**src/hw/rtl/usdbv_pkg.sv**
```systemverilog
// Package for the unique stack with delete by value.
// Holds the sizes, operation codes and status codes; depends on nothing.
package usdbv_pkg;

    localparam int DEPTH      = 16;
    localparam int VALUE_BITS = 10;
    localparam int IDX_W      = $clog2(DEPTH);
    localparam int CNT_W      = $clog2(DEPTH + 1);

    typedef logic [2:0] t_status;

    localparam t_status ST_OK       = 3'd0;
    localparam t_status ST_FULL     = 3'd1;
    localparam t_status ST_EMPTY    = 3'd2;
    localparam t_status ST_NOTFOUND = 3'd3;
    localparam t_status ST_DUP      = 3'd4;

    localparam logic OP_PUSH   = 1'b0;
    localparam logic OP_REMOVE = 1'b1;

endpackage

```
**src/hw/rtl/unique_stack_delete_by_value.sv**
```systemverilog
// Top level of the unique stack with delete by value.
// Depends on usdbv_pkg for sizes and codes.
//
// A request is taken when start is high and busy is low; each request gives
// exactly one result, shown for one cycle with o_valid high, and the receiver
// cannot stall it. The block works on one request at a time with a single
// equality comparator and a single register-file read port: a search walks
// from the top entry down, one entry per cycle, and a removal then moves the
// entries above the hole down, one per cycle. busy stays high from acceptance
// until the result is shown.
module unique_stack_delete_by_value
    import usdbv_pkg::*;
(
    input  logic                  i_clk,
    input  logic                  i_rst_n,
    input  logic                  start,
    output logic                  busy,
    input  logic                  i_operation,
    input  logic [9:0]            i_value,
    output logic                  o_valid,
    output logic [2:0]            o_status,
    output logic [4:0]            o_count,
    output logic [9:0]            o_top_value,
    output logic [3:0]            o_removed_position
);

    typedef enum logic [2:0] {
        S_IDLE,
        S_SEARCH,
        S_SHIFT,
        S_RESULT
    } t_state;

    t_state                r_state;
    logic                  r_op;
    logic [VALUE_BITS-1:0] r_value;
    logic [CNT_W-1:0]      r_count;
    logic [IDX_W-1:0]      r_idx;
    logic [IDX_W-1:0]      r_pos;
    t_status               r_status;
    logic                  r_valid;
    t_status               r_o_status;
    logic [CNT_W-1:0]      r_o_count;
    logic [VALUE_BITS-1:0] r_o_top;
    logic [IDX_W-1:0]      r_o_pos;

    logic [VALUE_BITS-1:0] r_mem [DEPTH];

    logic [IDX_W-1:0]      rd_addr;
    logic [VALUE_BITS-1:0] rd_data;
    logic                  hit;
    logic [CNT_W-1:0]      idx_next;
    logic [IDX_W-1:0]      top_addr;
    logic                  wr_en;
    logic [IDX_W-1:0]      wr_addr;
    logic [VALUE_BITS-1:0] wr_data;

    assign idx_next = {1'b0, r_idx} + CNT_W'(1);
    assign top_addr = IDX_W'(r_count - CNT_W'(1));

    always_comb begin
        case (r_state)
            S_SHIFT:  rd_addr = idx_next[IDX_W-1:0];
            S_RESULT: rd_addr = top_addr;
            default:  rd_addr = r_idx;
        endcase
    end

    assign rd_data = r_mem[rd_addr];
    assign hit     = (rd_data == r_value);

    always_comb begin
        wr_en   = 1'b0;
        wr_addr = r_idx;
        wr_data = rd_data;
        if (r_state == S_IDLE && start && i_operation == OP_PUSH
                && r_count == CNT_W'(0)) begin
            wr_en   = 1'b1;
            wr_addr = '0;
            wr_data = i_value[VALUE_BITS-1:0];
        end else if (r_state == S_SEARCH && !hit && r_idx == '0
                && r_op == OP_PUSH) begin
            wr_en   = 1'b1;
            wr_addr = r_count[IDX_W-1:0];
            wr_data = r_value;
        end else if (r_state == S_SHIFT && idx_next < r_count) begin
            wr_en   = 1'b1;
            wr_addr = r_idx;
            wr_data = rd_data;
        end
    end

    always_ff @(posedge i_clk) begin
        if (wr_en) begin
            r_mem[wr_addr] <= wr_data;
        end
    end

    always_ff @(posedge i_clk) begin
        if (!i_rst_n) begin
            r_state <= S_IDLE;
            r_count <= '0;
            r_valid <= 1'b0;
        end else begin
            r_valid <= 1'b0;
            unique case (r_state)
                S_IDLE: begin
                    if (start) begin
                        r_op     <= i_operation;
                        r_value  <= i_value[VALUE_BITS-1:0];
                        r_status <= ST_OK;
                        r_pos    <= '0;
                        r_idx    <= top_addr;
                        if (i_operation == OP_PUSH) begin
                            if (r_count == CNT_W'(DEPTH)) begin
                                r_status <= ST_FULL;
                                r_state  <= S_RESULT;
                            end else if (r_count == CNT_W'(0)) begin
                                r_count <= CNT_W'(1);
                                r_state <= S_RESULT;
                            end else begin
                                r_state <= S_SEARCH;
                            end
                        end else begin
                            if (r_count == CNT_W'(0)) begin
                                r_status <= ST_EMPTY;
                                r_state  <= S_RESULT;
                            end else begin
                                r_state <= S_SEARCH;
                            end
                        end
                    end
                end
                S_SEARCH: begin
                    if (hit) begin
                        if (r_op == OP_PUSH) begin
                            r_status <= ST_DUP;
                            r_state  <= S_RESULT;
                        end else begin
                            r_pos   <= r_idx;
                            r_state <= S_SHIFT;
                        end
                    end else if (r_idx == '0) begin
                        if (r_op == OP_PUSH) begin
                            r_count <= r_count + CNT_W'(1);
                        end else begin
                            r_status <= ST_NOTFOUND;
                        end
                        r_state <= S_RESULT;
                    end else begin
                        r_idx <= r_idx - IDX_W'(1);
                    end
                end
                S_SHIFT: begin
                    if (idx_next < r_count) begin
                        r_idx <= idx_next[IDX_W-1:0];
                    end else begin
                        r_count <= r_count - CNT_W'(1);
                        r_state <= S_RESULT;
                    end
                end
                S_RESULT: begin
                    r_valid    <= 1'b1;
                    r_o_status <= r_status;
                    r_o_count  <= r_count;
                    r_o_top    <= (r_count == CNT_W'(0)) ? '0 : rd_data;
                    r_o_pos    <= r_pos;
                    r_state    <= S_IDLE;
                end
                default: begin
                    r_state <= S_IDLE;
                end
            endcase
        end
    end

    assign busy               = (r_state != S_IDLE);
    assign o_valid            = r_valid;
    assign o_status           = r_o_status;
    assign o_count            = r_o_count;
    assign o_top_value        = r_o_top;
    assign o_removed_position = r_o_pos;

endmodule
```
**config.mk**
```make
export PLATFORM = sky130hd
export DESIGN_NAME = unique_stack_delete_by_value
export DESIGN_NICKNAME = d
export VERILOG_FILES = /design/src/hw/rtl/usdbv_pkg.sv /design/src/hw/rtl/unique_stack_delete_by_value.sv
export SDC_FILE = /design/constraint.sdc
export NUM_CORES = 1
export LEC_CHECK = 0
export ABC_AREA = 1
export CORE_AREA = 5 5 123 171
export DETAILED_ROUTE_END_ITERATION = 8
export DIE_AREA = 0 0 128 176
export DONT_BUFFER_PORTS = 1
export RECOVER_POWER = 50
export SKIP_LAST_GASP = 1
export SLEW_MARGIN = 20
export SYNTH_ARGS = -nofsm -noshare
export SYNTH_HDL_FRONTEND = slang
export SYNTH_SLANG_ARGS = --single-unit
```
**constraint.sdc**
```tcl
create_clock -name i_clk -period 4.25 [get_ports i_clk]
set_clock_uncertainty 0.2 [all_clocks]
set_input_delay 0.2125 -clock i_clk [delete_from_list [all_inputs] [get_ports i_clk]]
set_output_delay 0.2125 -clock i_clk [all_outputs]
set_load 0.02 [all_outputs]
```
# Word level (Yosys, flattened, before mapping)
# Memories as Yosys holds them, arrays and structs flattened.
# Index checks and enable logic that the tools add are counted.
[op_classes]
n_addsub = 4
magnitude_cmp = 1
eq_ne = 20
mux = 47
bitwise_logic = 2
n_reduce_logical = 21
[op_table]
columns = ["op", "count"]
rows = [
  ["5-bit 2-to-1 mux", 8],
  ["4-bit 2-to-1 mux", 9],
  ["3-bit 2-to-1 mux", 11],
  ["10-bit 2-to-1 mux", 2],
  ["2-bit inequality test (second input constant)", 9],
  ["4-bit one-hot mux with 2 select lines", 2],
  ["5-bit one-hot mux with 3 select lines", 1],
  ["4-bit one-hot mux with 3 select lines", 1],
  ["6-bit AND reduction", 2],
  ["10-bit equality test", 1],
  ["3-bit one-hot mux with 3 select lines", 1],
  ["9-bit AND reduction", 1],
  ["1-bit 2-to-1 mux", 8],
  ["1-bit logical AND", 7],
  ["3-bit by 2-bit equality test with 1-bit output (second input constant)", 2],
  ["2-bit 2-to-1 mux", 3],
  ["2-bit by 1-bit inequality test with 1-bit output (second input constant)", 3],
  ["3-bit inequality test (second input constant)", 2],
  ["3-bit one-hot mux with 2 select lines", 1],
  ["3-bit AND reduction", 2],
  ["3-bit nonzero test", 2],
  ["4-bit by 1-bit adder with 5-bit output (second input constant)", 1],
  ["5-bit by 1-bit adder with 5-bit output (second input constant)", 1],
  ["5-bit equality test (second input constant)", 1],
  ["other kinds (13)", 14],
]
[totals]
register_bits = 53
ram_bits = 160
in_bits = 14
out_inout_bits = 24
elab_cells = 108
mem_count = 1
[memory_table]
columns = ["name", "depth", "word_bits", "read_ports", "rd_clocked_by_memory_dff", "write_ports", "line_no", "source"]
rows = [
  ["r_mem", 16, 10, 1, 0, 1, "unique_stack_delete_by_value.sv:47", "logic [VALUE_BITS-1:0] r_mem [DEPTH];"],
]

# Longest topological paths before layout
# Gate-level depths: netlist of run 1.
# An unclocked memory read counts as a cell.
[depth]
ltp_word = 12
mapped_depth = 24
depth_no_buf = 23

# Worst setup path after synthesis of run 1
# OpenSTA, ideal clock, no wires.
[synth_timing]
path_kind = "reg2reg"
start = "register r_count[0]"
end = "memory r_mem[4][0] (enable)"
t_arrival_ns = 3.113
required_time_ns = 3.674
setup_slack_ns = 0.561
stages_incl_launch_ff = 23
synth_period_minus_slack_ns = 3.689
path_cell_list = "dfxtp_1 -> inv_1 -> ha_1 -> inv_1 -> nand2_1 -> nand3_1 -> nand2_1 -> inv_2 -> clkbuf_1 -> nand3_1 -> nand3_1 -> nand3_1 -> nand2_1 -> nand2_1 -> o21ai_1 -> nor2_2 -> nand3_2 -> nand3_2 -> nand2_1 -> nand2_1 -> nor2_1 -> nand3_1 -> nor2_1"
[synth_via]
elab_chain_len = 12
elab_cells_between_ends = 19
classes_between = "add/sub (1); order compare (1); eq/ne (1); mux (8); reduce/logical (7); memory (1)"
[synth_lines]
columns = ["item", "line_no", "source"]
rows = [
  ["start, declared", "unique_stack_delete_by_value.sv:37", "logic [CNT_W-1:0] r_count;"],
  ["start signal, assigned", "unique_stack_delete_by_value.sv:145", "r_count <= r_count + CNT_W'(1);"],
  ["start signal, assigned", "unique_stack_delete_by_value.sv:158", "r_count <= r_count - CNT_W'(1);"],
  ["5-bit by 1-bit subtractor with 5-bit output", "-", ""],
  ["4-bit one-hot mux with 2 select lines", "unique_stack_delete_by_value.sv:62", "case (r_state)"],
  ["memory read 16 x 10 bit", "-", ""],
  ["10-bit equality test", "unique_stack_delete_by_value.sv:70", "assign hit = (rd_data == r_value);"],
  ["1-bit logical NOT", "unique_stack_delete_by_value.sv:81", "end else if (r_state == S_SEARCH && !hit && r_idx == '0"],
  ["1-bit logical AND (2 in a row)", "unique_stack_delete_by_value.sv:81", ""],
  ["1-bit logical AND", "unique_stack_delete_by_value.sv:82", "&& r_op == OP_PUSH) begin"],
  ["1-bit 2-to-1 mux", "unique_stack_delete_by_value.sv:81", ""],
  ["1-bit 2-to-1 mux", "unique_stack_delete_by_value.sv:76", "if (r_state == S_IDLE && start && i_operation == OP_PUSH"],
  ["1-bit 2-to-1 mux", "unique_stack_delete_by_value.sv:94", "if (wr_en) begin"],
  ["1-bit 2-to-1 mux (not written as such)", "unique_stack_delete_by_value.sv:95", "r_mem[wr_addr] <= wr_data;"],
  ["end, declared", "unique_stack_delete_by_value.sv:47", ""],
]
# Parallel ways exist; a longest one is shown, timed or not.

# Worst setup path after layout of run 1
[layout_timing]
start = "register r_count[1]"
end = "memory r_mem[2][2] (enable)"
# Same word-level chain as after synthesis.

==> results of run 1 <==
[power breakdown]
group | leakage (uW) | switching [uW] | internal (uW)
sequential | 0.00191 | 114 | 3350
clock | 0.000317 | 744 | 1030
combinational | 0.00195 | 3600 | 1640
total | 0.00418 | 4460 | 6010
[registers in the layout, summed over array words and instances, names as in the netlist]
name	cells
o_count	5
o_removed_position	4
o_status	3
o_top_value	10
o_valid	1
r_count	5
r_idx	4
r_mem	160
r_op	1
r_pos	4
r_state	2
r_status	3
r_value	10
[layer usage]
metal / global-route usage / vias up
met5: 0 / -
met1: 0.274 / 3300
met2: 0.411 / 268
met4: 0.0934 / 0
met3: 0.0291 / 70
li1: - / 3233
[layout by cell type (no fill, tap or decap), types with 23 or more instances in the layout]
master	count
a21oi_1	24
buf_4	52
clkbuf_16	23
edfxtp_1	204
inv_1	42
nand2_1	253
nand3_1	177
nor2_1	37
o21ai_0	25
[layout make-up]
cell class                 instances  area share
inverter                          49      0.0168
antenna                            1    0.000226
clock inverter                    11     0.00949
sequential                       212       0.568
clock buffer                      25      0.0488
timing repair buffer              78      0.0679
multi-input combinational        590       0.261
tap                              248      0.0280
[critical path: stages, from the launching register on]
cell     delay (ns)
dfxtp_1        0.40
inv_1          0.08
ha_1           0.38
inv_1          0.09
nand2_1        0.05
nand3_1        0.10
nand2_2        0.12
inv_4          0.13
buf_12         0.17
nand3_1        0.09
nand3_1        0.07
nand3_1        0.17
nand2_2        0.13
nand2_1        0.05
nand2_1        0.14
nand2_1        0.09
nor2_2         0.15
nand3_4        0.15
nand4_1        0.11
nand3_1        0.15
inv_1          0.11
nand2_1        0.17
nor2_1         0.18
buf_6          0.20
[how the worst max path moves through the flow]
stage / start / endpoint / slack (ns) / cells after the start
after floorplan: r_count[0]$_SDFFE_PN0P_ / r_mem[4][0]$_DFFE_PP_ / 0.56 / 22
after global placement: r_state[0]$_SDFFE_PN0P_ / r_mem[6][4]$_DFFE_PP_ / -0.05 / 23
after detailed placement: r_state[0]$_SDFFE_PN0P_ / r_mem[6][5]$_DFFE_PP_ / -0.09 / 23
after CTS: r_state[0]$_SDFFE_PN0P_ / r_mem[0][2]$_DFFE_PP_ / 0.03 / 21
after global routing: r_count[1]$_SDFFE_PN0P_ / r_mem[10][8]$_DFFE_PP_ / -0.04 / 24
final: r_count[1]$_SDFFE_PN0P_ / r_mem[2][2]$_DFFE_PP_ / 0.23 / 23
[per-stage QoR]
step / power (uW) / utilization
final: 10500 / 0.576
after global placement: 8450 / 0.528
after floorplan: 6440 / -
after CTS: 10300 / 0.568
after detailed placement: 8520 / 0.528
after global routing: 11100 / 0.576
[cells by family after synthesis]
kind of cell / Yosys count / share of synthesized area
flip-flops: 212 / 0.665
AND/OR/NAND/NOR: 506 / 0.235
XOR/XNOR: 3 / 0.00358
adder cells (fa/ha/maj): 15 / 0.0199
AO/OA/AOI/OAI: 66 / 0.0379
buffers and inverters: 85 / 0.0389
[repair_timing]
item,CTS,global route
pin swaps,0,2
hold endpoints to repair,135,0
hold buffers,13,0
endpoints found under the setup margin,10,319
gates cloned,0,2
gates resized for setup,2,28
==> impl_metrics.json, run 1 <==
{
  "status": "complete, no violations",
  "final_net_count": 981,
  "top_layer": "met4",
  "die-area_um2": 22500,
  "synth_top_cell_by_area": "edfxtp_1",
  "synth_area_um2": 9450,
  "rr_endpoint": "r_mem[2][2]$_DFFE_PP_",
  "fmax_ghz": 0.249,
  "min_from": "i_value[2]",
  "wl_met2_mm": 13.7,
  "fin_setup_tns_ns": 0,
  "multi_input_area_um2": 2890,
  "dp.cells": 1162,
  "hold_viol_final": 0,
  "cap_violations": 0,
  "setup_violations": 0,
  "cts_buffers": 21,
  "syn_nets": 916,
  "worst_r2r_path_depth": 23,
  "ys_seq_area_frac": 0.665,
  "layout.cells.non_filler": 1214,
  "worstSetupPathType": "flip-flop to flip-flop",
  "yosysUniqueCellTypes": 34,
  "gp_congestion": 0.987,
  "tightest_slew_ns": 1.08,
  "port_buffers": 0,
  "hp-class": "input pin to flip-flop",
  "synth-seq-cells": 212,
  "die_height_um": 176,
  "die_w_um": 128,
  "pwr_density_cell_nw_per_um2": 946,
  "placed_area_um2": 10100,
  "holdWs_ns": 0.00338,
  "grt_usage": 0.228,
  "rows": 60,
  "wl_mm": 26.1,
  "p_leak_uw": 0.00418,
  "ios": 38,
  "worst_hold_path.endpoint": "r_mem[3][2]$_DFFE_PP_",
  "avgSynthCellArea_um2": 10.7,
  "place_hpwl_mm": 18.2,
  "regToRegSetupSlack_ns": 0.23,
  "syn_inst": 887,
  "cts_tree": "built",
  "grt_max_degree": 45,
  "end_kind": "flip-flop",
  "clock-sinks": 212,
  "required_ns": 4.24,
  "wire_per_inst_um": 21.5,
  "start_kind": "flip-flop",
  "vdd_drop_max_uv": 459,
  "fill_cells": 1671,
  "relSlewSlack": 0.278,
  "place_worst_setup_slack_ns": -0.0918,
  "grt_pass1_wl_mm": 39.3,
  "hold-path-cell-count": 3,
  "async_flop_share": 0,
  "first_iter_violations": 672,
  "ys_top_cells_by_count": "259 x nand2_1, 204 x edfxtp_1, 179 x nand3_1, 44 x inv_1, 41 x nor2_1",
  "slew_viol_final": 0,
  "grt_overflow_total": 0,
  "core_area_um2": 19200,
  "synth_edf_count": 204,
  "yosysMostFrequentCell": "nand2_1",
  "design_area_um2": 11100,
  "drcViolationCount": 0,
  "cts_setup_buffers": 0,
  "synthTopCellsByArea": "edfxtp_1 65%, nand2_1 10%, nand3_1 9.5%",
  "min_period_ns": 4.02,
  "dr.pass1.iters": 5,
  "setup_ws_ns": 0.234,
  "cp_max_fo": 21,
  "clk_latency_ns": 0.50,
  "regArea_um2": 6290,
  "h-tree-depth": 1,
  "rsz0062_at_grt": "true",
  "area_growth_pct": 17.2,
  "antenna_found_initial": 0,
  "period_share": 0.945,
  "start_util": 0.492,
  "clk_pin_slew_ns": 0.06,
  "routed-wl-met3_mm": 1.40,
  "grt_pass1_vias": 6834,
  "drive_gt1_frac": 0.133,
  "drt-met1-wl_mm": 9.83,
  "cts.path.max_buffers": 3,
  "crit_arrival_ns": 4.01,
  "ys_warn_count": 0,
  "synth_flop_cell": "edfxtp_1",
  "synth_top_area_share": 0.648,
  "cts_root_buffer": "clkbuf_16",
  "via_per_inst": 5.66,
  "timing.rr.start": "r_count[1]$_SDFFE_PN0P_",
  "ant_nets": 0,
  "dr_total_vias": 6871
}
(Power assumes the default switching activity.)
==> inputs of run 2 (changes only) <==
--- a/config.mk
+++ b/config.mk
@@ -6,9 +6,9 @@
 export NUM_CORES = 1
 export LEC_CHECK = 0
 export ABC_AREA = 1
-export CORE_AREA = 5 5 123 171
+export CORE_AREA = 3 3 121 169
 export DETAILED_ROUTE_END_ITERATION = 8
-export DIE_AREA = 0 0 128 176
+export DIE_AREA = 0 0 124 172
 export DONT_BUFFER_PORTS = 1
 export RECOVER_POWER = 50
 export SKIP_LAST_GASP = 1
==> impl_metrics.json, run 2 (synthesis results as in run 1) <==
{
  "p_seq_frac": 0.323,
  "end_kind": "flip-flop",
  "rsz0062_at_grt": "true",
  "drcViolationCount": 0,
  "tightest_slew_ns": 1.05,
  "min_period_ns": 4.05,
  "clk_latency_ns": 0.51,
  "wl_mm": 26.7,
  "antenna_found_initial": 1,
  "hp-class": "input pin to flip-flop",
  "cp_max_fo": 24,
  "hold-path-cell-count": 3,
  "port_buffers": 0,
  "rows": 60,
  "rr_endpoint": "r_mem[12][5]$_DFFE_PP_",
  "setup_violations": 0,
  "area_growth_pct": 20.8,
  "p_clk_frac": 0.166,
  "worst_r2r_path_depth": 24,
  "pwr-share-comb": 0.511,
  "crit_path_frequent_cell": "nand2_1",
  "ios": 38,
  "wire_per_inst_um": 21.6,
  "layout.cells.non_filler": 1237,
  "grt_usage": 0.250,
  "start_util": 0.492,
  "cts_root_buffer": "clkbuf_16",
  "start_kind": "flip-flop",
  "regMostFlops": "r_mem",
  "period_share": 0.954,
  "fin_setup_tns_ns": 0,
  "place_hpwl_mm": 17.9,
  "slowest_stage": "dfxtp_2",
  "pwr_density_cell_nw_per_um2": 938,
  "grt_pass1_wl_mm": 40.0,
  "die_height_um": 172,
  "min_from": "i_value[5]",
  "grt_util_met1": 0.317,
  "setup_ws_ns": 0.196,
  "crit_arrival_ns": 4.05,
  "die_w_um": 124,
  "grt_pass1_vias": 6995,
  "first_iter_violations": 685,
  "dp.cells": 1183,
  "dr.pass1.iters": 5,
  "sw_frac_of_total": 0.426,
  "clock-sinks": 212,
  "via_per_inst": 5.76,
  "cts.path.max_buffers": 3,
  "grt_overflow_total": 0,
  "use_met3": 0.0347,
  "fmax_ghz": 0.247,
  "use_met2": 0.437,
  "cpPeakStageDelay_ns": 0.36,
  "place_worst_setup_slack_ns": -0.111,
  "relSlewSlack": 0.293,
  "p_int_uw": 6150,
  "core_area_um2": 19200,
  "fill_cells": 1670,
  "status": "complete, no violations",
  "gp_congestion": 0.908,
  "hold_viol_final": 0,
  "path_cells": "inv_1, ha_2, inv_2, nand2_2, nand2_1, nand3_4, bufbuf_16, nand2_1, nand3_1, nand3_1, nand3_1, nand2_1, nand2_1, nand2_1, nand2_1, nor2_2, nand3_2, buf_4, nand4_1, nand3_4, nor2_4, nand2_2, nor2_1, buf_6",
  "final_cell_mix": "250 x nand2_1, 204 x edfxtp_1, 172 x nand3_1, 71 x buf_4, 40 x inv_1",
  "grt_max_degree": 42,
  "cts_tree": "built",
  "regToRegSetupSlack_ns": 0.20,
  "dr_total_vias": 7128,
  "cts_buffers": 21,
  "timing.rr.start": "r_state[0]$_SDFFE_PN0P_",
  "worst_hold_path.endpoint": "r_mem[7][5]$_DFFE_PP_",
  "final_net_count": 1005,
  "layout_commonest_cell": "nand2_1",
  "die-area_um2": 21300,
  "required_ns": 4.25,
  "p_leak_uw": 0.00434,
  "worstSetupPathType": "flip-flop to flip-flop",
  "slew_viol_final": 0,
  "clk_pin_slew_ns": 0.06,
  "busiest_layer": "met2",
  "cap_violations": 0,
  "drive_gt1_frac": 0.183,
  "p_sw_uw": 4560,
  "vdd_drop_max_uv": 566,
  "ant_nets": 0,
  "holdWs_ns": 0.00654,
  "largest_reg_flops": 160,
  "h-tree-depth": 1
}
-- run 2: changes by cell type in the layout (fill, tap and decap cells not counted), moves of 4 or more --
cell	change
clkinv_1	-4
buf_6	+6
nor2_1	-11
nand3_1	-5
buf_4	+19
nor2_4	+12
-- run 2: worst max path at each step --
stage | startpoint | to | slack, ns
2_1_floorplan | r_count[0]$_SDFFE_PN0P_ | r_mem[4][0]$_DFFE_PP_ | 0.56
3_3_place_gp | r_state[0]$_SDFFE_PN0P_ | r_mem[4][5]$_DFFE_PP_ | -0.02
3_5_place_dp | r_state[0]$_SDFFE_PN0P_ | r_mem[6][5]$_DFFE_PP_ | -0.11
4_1_cts | r_state[0]$_SDFFE_PN0P_ | r_mem[9][0]$_DFFE_PP_ | 0.05
5_1_grt | r_idx[0]$_DFFE_PP_ | r_mem[12][5]$_DFFE_PP_ | -0.11
6_report | r_state[0]$_SDFFE_PN0P_ | r_mem[12][5]$_DFFE_PP_ | 0.20
-- run 2: timing repair --
item | 4_1_cts | 5_1_grt
buffers inserted | 0 | 0
resized for setup | 19 | 64
pin swaps | 0 | 6
setup endpoints to repair | 114 | 202
hold buffers | 13 | 1
cloned | 1 | 3
endpoints found under the hold margin | 101 | 6
-- run 2: cell type report --
type,count,area [um2],share of cell area
timing repair buffer,102,940,0.0823
inverter,49,184,0.0161
clock buffer,22,529,0.0463
sequential,212,6290,0.551
tap,248,310,0.0272
multi-input combinational,590,3040,0.267
antenna,1,2.50,0.000219
clock inverter,13,121,0.0106
-- run 2: power by group through the flow --
| stage | combinational, uW | clock (uW) | sequential, uW |
|---|---|---|---|
| floorplan | 2950 | 0 | 3490 |
| global placement | 5050 | 0 | 3500 |
| detailed placement | 5140 | 0 | 3510 |
| CTS | 5280 | 1800 | 3460 |
| global route | 5990 | 1880 | 3480 |
| finish | 5470 | 1780 | 3460 |
-- run 2: worst max-delay path: cells and delay by family (launching register included) --
kind | cells | cell delay, ns
buffers and inverters | 5 | 0.88
adders and majority gates | 1 | 0.24
and+or+nand+nor | 18 | 2.06
DFF | 1 | 0.36
-- run 2: routing by layer --
layer	wire length (um)	up-vias
li1	-	3294
met1	10300	3469
met2	13800	294
met3	1590	71
met4	939	0
met5	0	-
-- run 2: per-stage QoR --
stage | cell area (um2) | total power (uW) | utilization
CTS | 11200 | 10500 | 0.581
floorplan | 9450 | 6440 | -
global placement | 10300 | 8550 | 0.535
detailed placement | 10300 | 8650 | 0.535
global route | 11400 | 11400 | 0.594
finish | 11400 | 10700 | 0.594
==> inputs of run 3 (changes only) <==
--- a/config.mk
+++ b/config.mk
@@ -6,10 +6,13 @@
 export NUM_CORES = 1
 export LEC_CHECK = 0
 export ABC_AREA = 1
-export CORE_AREA = 3 3 121 169
+export CELL_PAD_IN_SITES_DETAIL_PLACEMENT = 0
+export CELL_PAD_IN_SITES_GLOBAL_PLACEMENT = 1
+export CORE_AREA = 2 2 120 168
 export DETAILED_ROUTE_END_ITERATION = 8
-export DIE_AREA = 0 0 124 172
+export DIE_AREA = 0 0 122 170
 export DONT_BUFFER_PORTS = 1
+export PLACE_DENSITY_LB_ADDON = 0.1
 export RECOVER_POWER = 50
 export SKIP_LAST_GASP = 1
 export SLEW_MARGIN = 20
==> constraint.sdc (replaced) <==
create_clock -name i_clk -period 4.3 [get_ports i_clk]
set_clock_uncertainty 0.2 [all_clocks]
set_input_delay 0.215 -clock i_clk [delete_from_list [all_inputs] [get_ports i_clk]]
set_output_delay 0.215 -clock i_clk [all_outputs]
set_load 0.02 [all_outputs]
==> impl_metrics.json, run 3 (synthesis results as in run 1) <==
{
  "crit_arrival_ns": 4.01,
  "cts_tree": "built",
  "place_worst_setup_slack_ns": 0.207,
  "layout.cells.non_filler": 1231,
  "cts_buffers": 20,
  "die_w_um": 122,
  "required_ns": 4.29,
  "holdWs_ns": -0.00565,
  "cpPeakStageDelay_ns": 0.37,
  "design_area_um2": 11100,
  "hold_viol_final": 4,
  "setup_ws_ns": 0.281,
  "grt_pass1_wl_mm": 38.9,
  "port_buffers": 0,
  "drive_gt1_frac": 0.141,
  "area_growth_pct": 17.4,
  "timing.rr.start": "r_state[0]$_SDFFE_PN0P_",
  "dp.cells": 1183,
  "antenna_found_initial": 0,
  "crit_start": "r_state[0]$_SDFFE_PN0P_",
  "top_layer": "met4",
  "min_from": "i_value[8]",
  "dr.pass1.iters": 5,
  "routed-wl-met3_mm": 1.14,
  "rows": 60,
  "relSlewSlack": 0.333,
  "violations": "hold timing",
  "setup_violations": 0,
  "placed_area_um2": 10300,
  "ios": 38,
  "gp_congestion": 0.896,
  "drcViolationCount": 0,
  "fmax_ghz": 0.249,
  "slowest_stage": "dfxtp_2",
  "diodes": 0,
  "wire_per_inst_um": 20.8,
  "hp-class": "input pin to flip-flop",
  "pwr_density_cell_nw_per_um2": 937,
  "wl_met2_mm": 13.8,
  "grt_usage": 0.249,
  "clock-sinks": 212,
  "cts.path.max_buffers": 3,
  "period_share": 0.935,
  "cp_max_fo": 19,
  "clk_pin_slew_ns": 0.07,
  "crit_path_frequent_cell": "nand2_1",
  "cts_root_buffer": "clkbuf_16",
  "min_period_ns": 4.02,
  "h-tree-depth": 1,
  "regMostFlops": "r_mem",
  "status": "complete, but fails checks",
  "grt_max_degree": 50,
  "wl_mm": 25.6,
  "start_util": 0.494,
  "tightest_slew_ns": 0.997,
  "via_per_inst": 5.62,
  "grt_pass1_vias": 7039,
  "first_iter_violations": 557,
  "drt-met1-wl_mm": 9.80,
  "p_leak_uw": 0.00423,
  "rsz0062_at_grt": "true",
  "worstSetupPathType": "flip-flop to flip-flop",
  "cap_violations": 0,
  "place_hpwl_mm": 17.6,
  "final_net_count": 1000,
  "end_kind": "flip-flop",
  "fin_util": 0.580,
  "vdd_drop_max_uv": 472,
  "dr_total_vias": 6923,
  "layout_commonest_cell": "nand2_1",
  "start_kind": "flip-flop",
  "core_area_um2": 19100,
  "clk_latency_ns": 0.51,
  "grt_overflow_total": 0,
  "slew_viol_final": 0,
  "regToRegSetupSlack_ns": 0.28,
  "final_cell_mix": "259 x nand2_1, 204 x edfxtp_1, 176 x nand3_1, 70 x buf_4, 43 x inv_1",
  "die_height_um": 170,
  "largest_reg_flops": 160,
  "die-area_um2": 20700,
  "ant_nets": 0
}
run 3: cell types whose count changed in the layout (fill, tap and decap cells not counted), sizes merged:
| cell | previous run | this run |
|---|---|---|
| dlygate4sd3 | 14 | 13 |
| bufbuf | 1 | 0 |
| clkbuf | 23 | 33 |
| bufinv | 1 | 2 |
| inv | 49 | 47 |
| clkinvlp | 3 | 0 |
| diode | 1 | 0 |
| buf | 86 | 77 |
run 3: path summary, 6_finish.rpt:
| kind | end | depth (start not counted) |
|---|---|---|
| min reg2reg | o_removed_position[0]$_DFFE_PP_ | 0 |
| min | r_mem[6][8]$_DFFE_PP_ | 2 |
| max | r_mem[12][3]$_DFFE_PP_ | 25 |
| max reg2reg | r_mem[12][3]$_DFFE_PP_ | 25 |
run 3: stage by stage:
stage	total power (uW)	setup TNS, ns	hold slack, ns
after floorplan	6370	0	0.113
after global placement	8540	0	0.114
after detailed placement	8630	0	0.114
after CTS	10400	0	0.00789
after global routing	11000	-0.0629	0.00866
final	10400	0	-0.00565
run 3: layout make-up:
class | count | area, um2
clock inverters | 9 | 100
fillers | 1670 | 8040
inverters | 49 | 184
well taps | 248 | 310
repair buffers | 98 | 850
flip-flops and latches | 212 | 6290
clock buffers | 25 | 519
multi-input cells | 590 | 2850
run 3: layer usage:
layer  vias up  global-route usage
met2       207               0.466
met3        59              0.0292
met4         0              0.0935
met1      3383               0.289
met5         -                   0
li1       3274                   -
run 3: repair_timing:
action / 4_1_cts / 5_1_grt
hold buffers: 13 / 0
hold endpoints to repair: 122 / 0
resized for setup: 0 / 17
setup endpoints to repair: 0 / 289
buffers inserted: 0 / 0
run 3: critical path: cells and delay by family, from the launching register on:
kind | cells | cell delay, ns
fa+ha+maj | 1 | 0.23
flops | 1 | 0.37
buf+inv | 6 | 0.91
simple gates | 18 | 1.93
run 3: report_power, final:
part | internal, uW | leakage [uW] | total (uW) | switching, uW
clock | 976 | 0.000299 | 1700 | 727
combinational | 1720 | 0.00202 | 5260 | 3540
sequential | 3310 | 0.00191 | 3440 | 123
total | 6010 | 0.00423 | 10400 | 4390
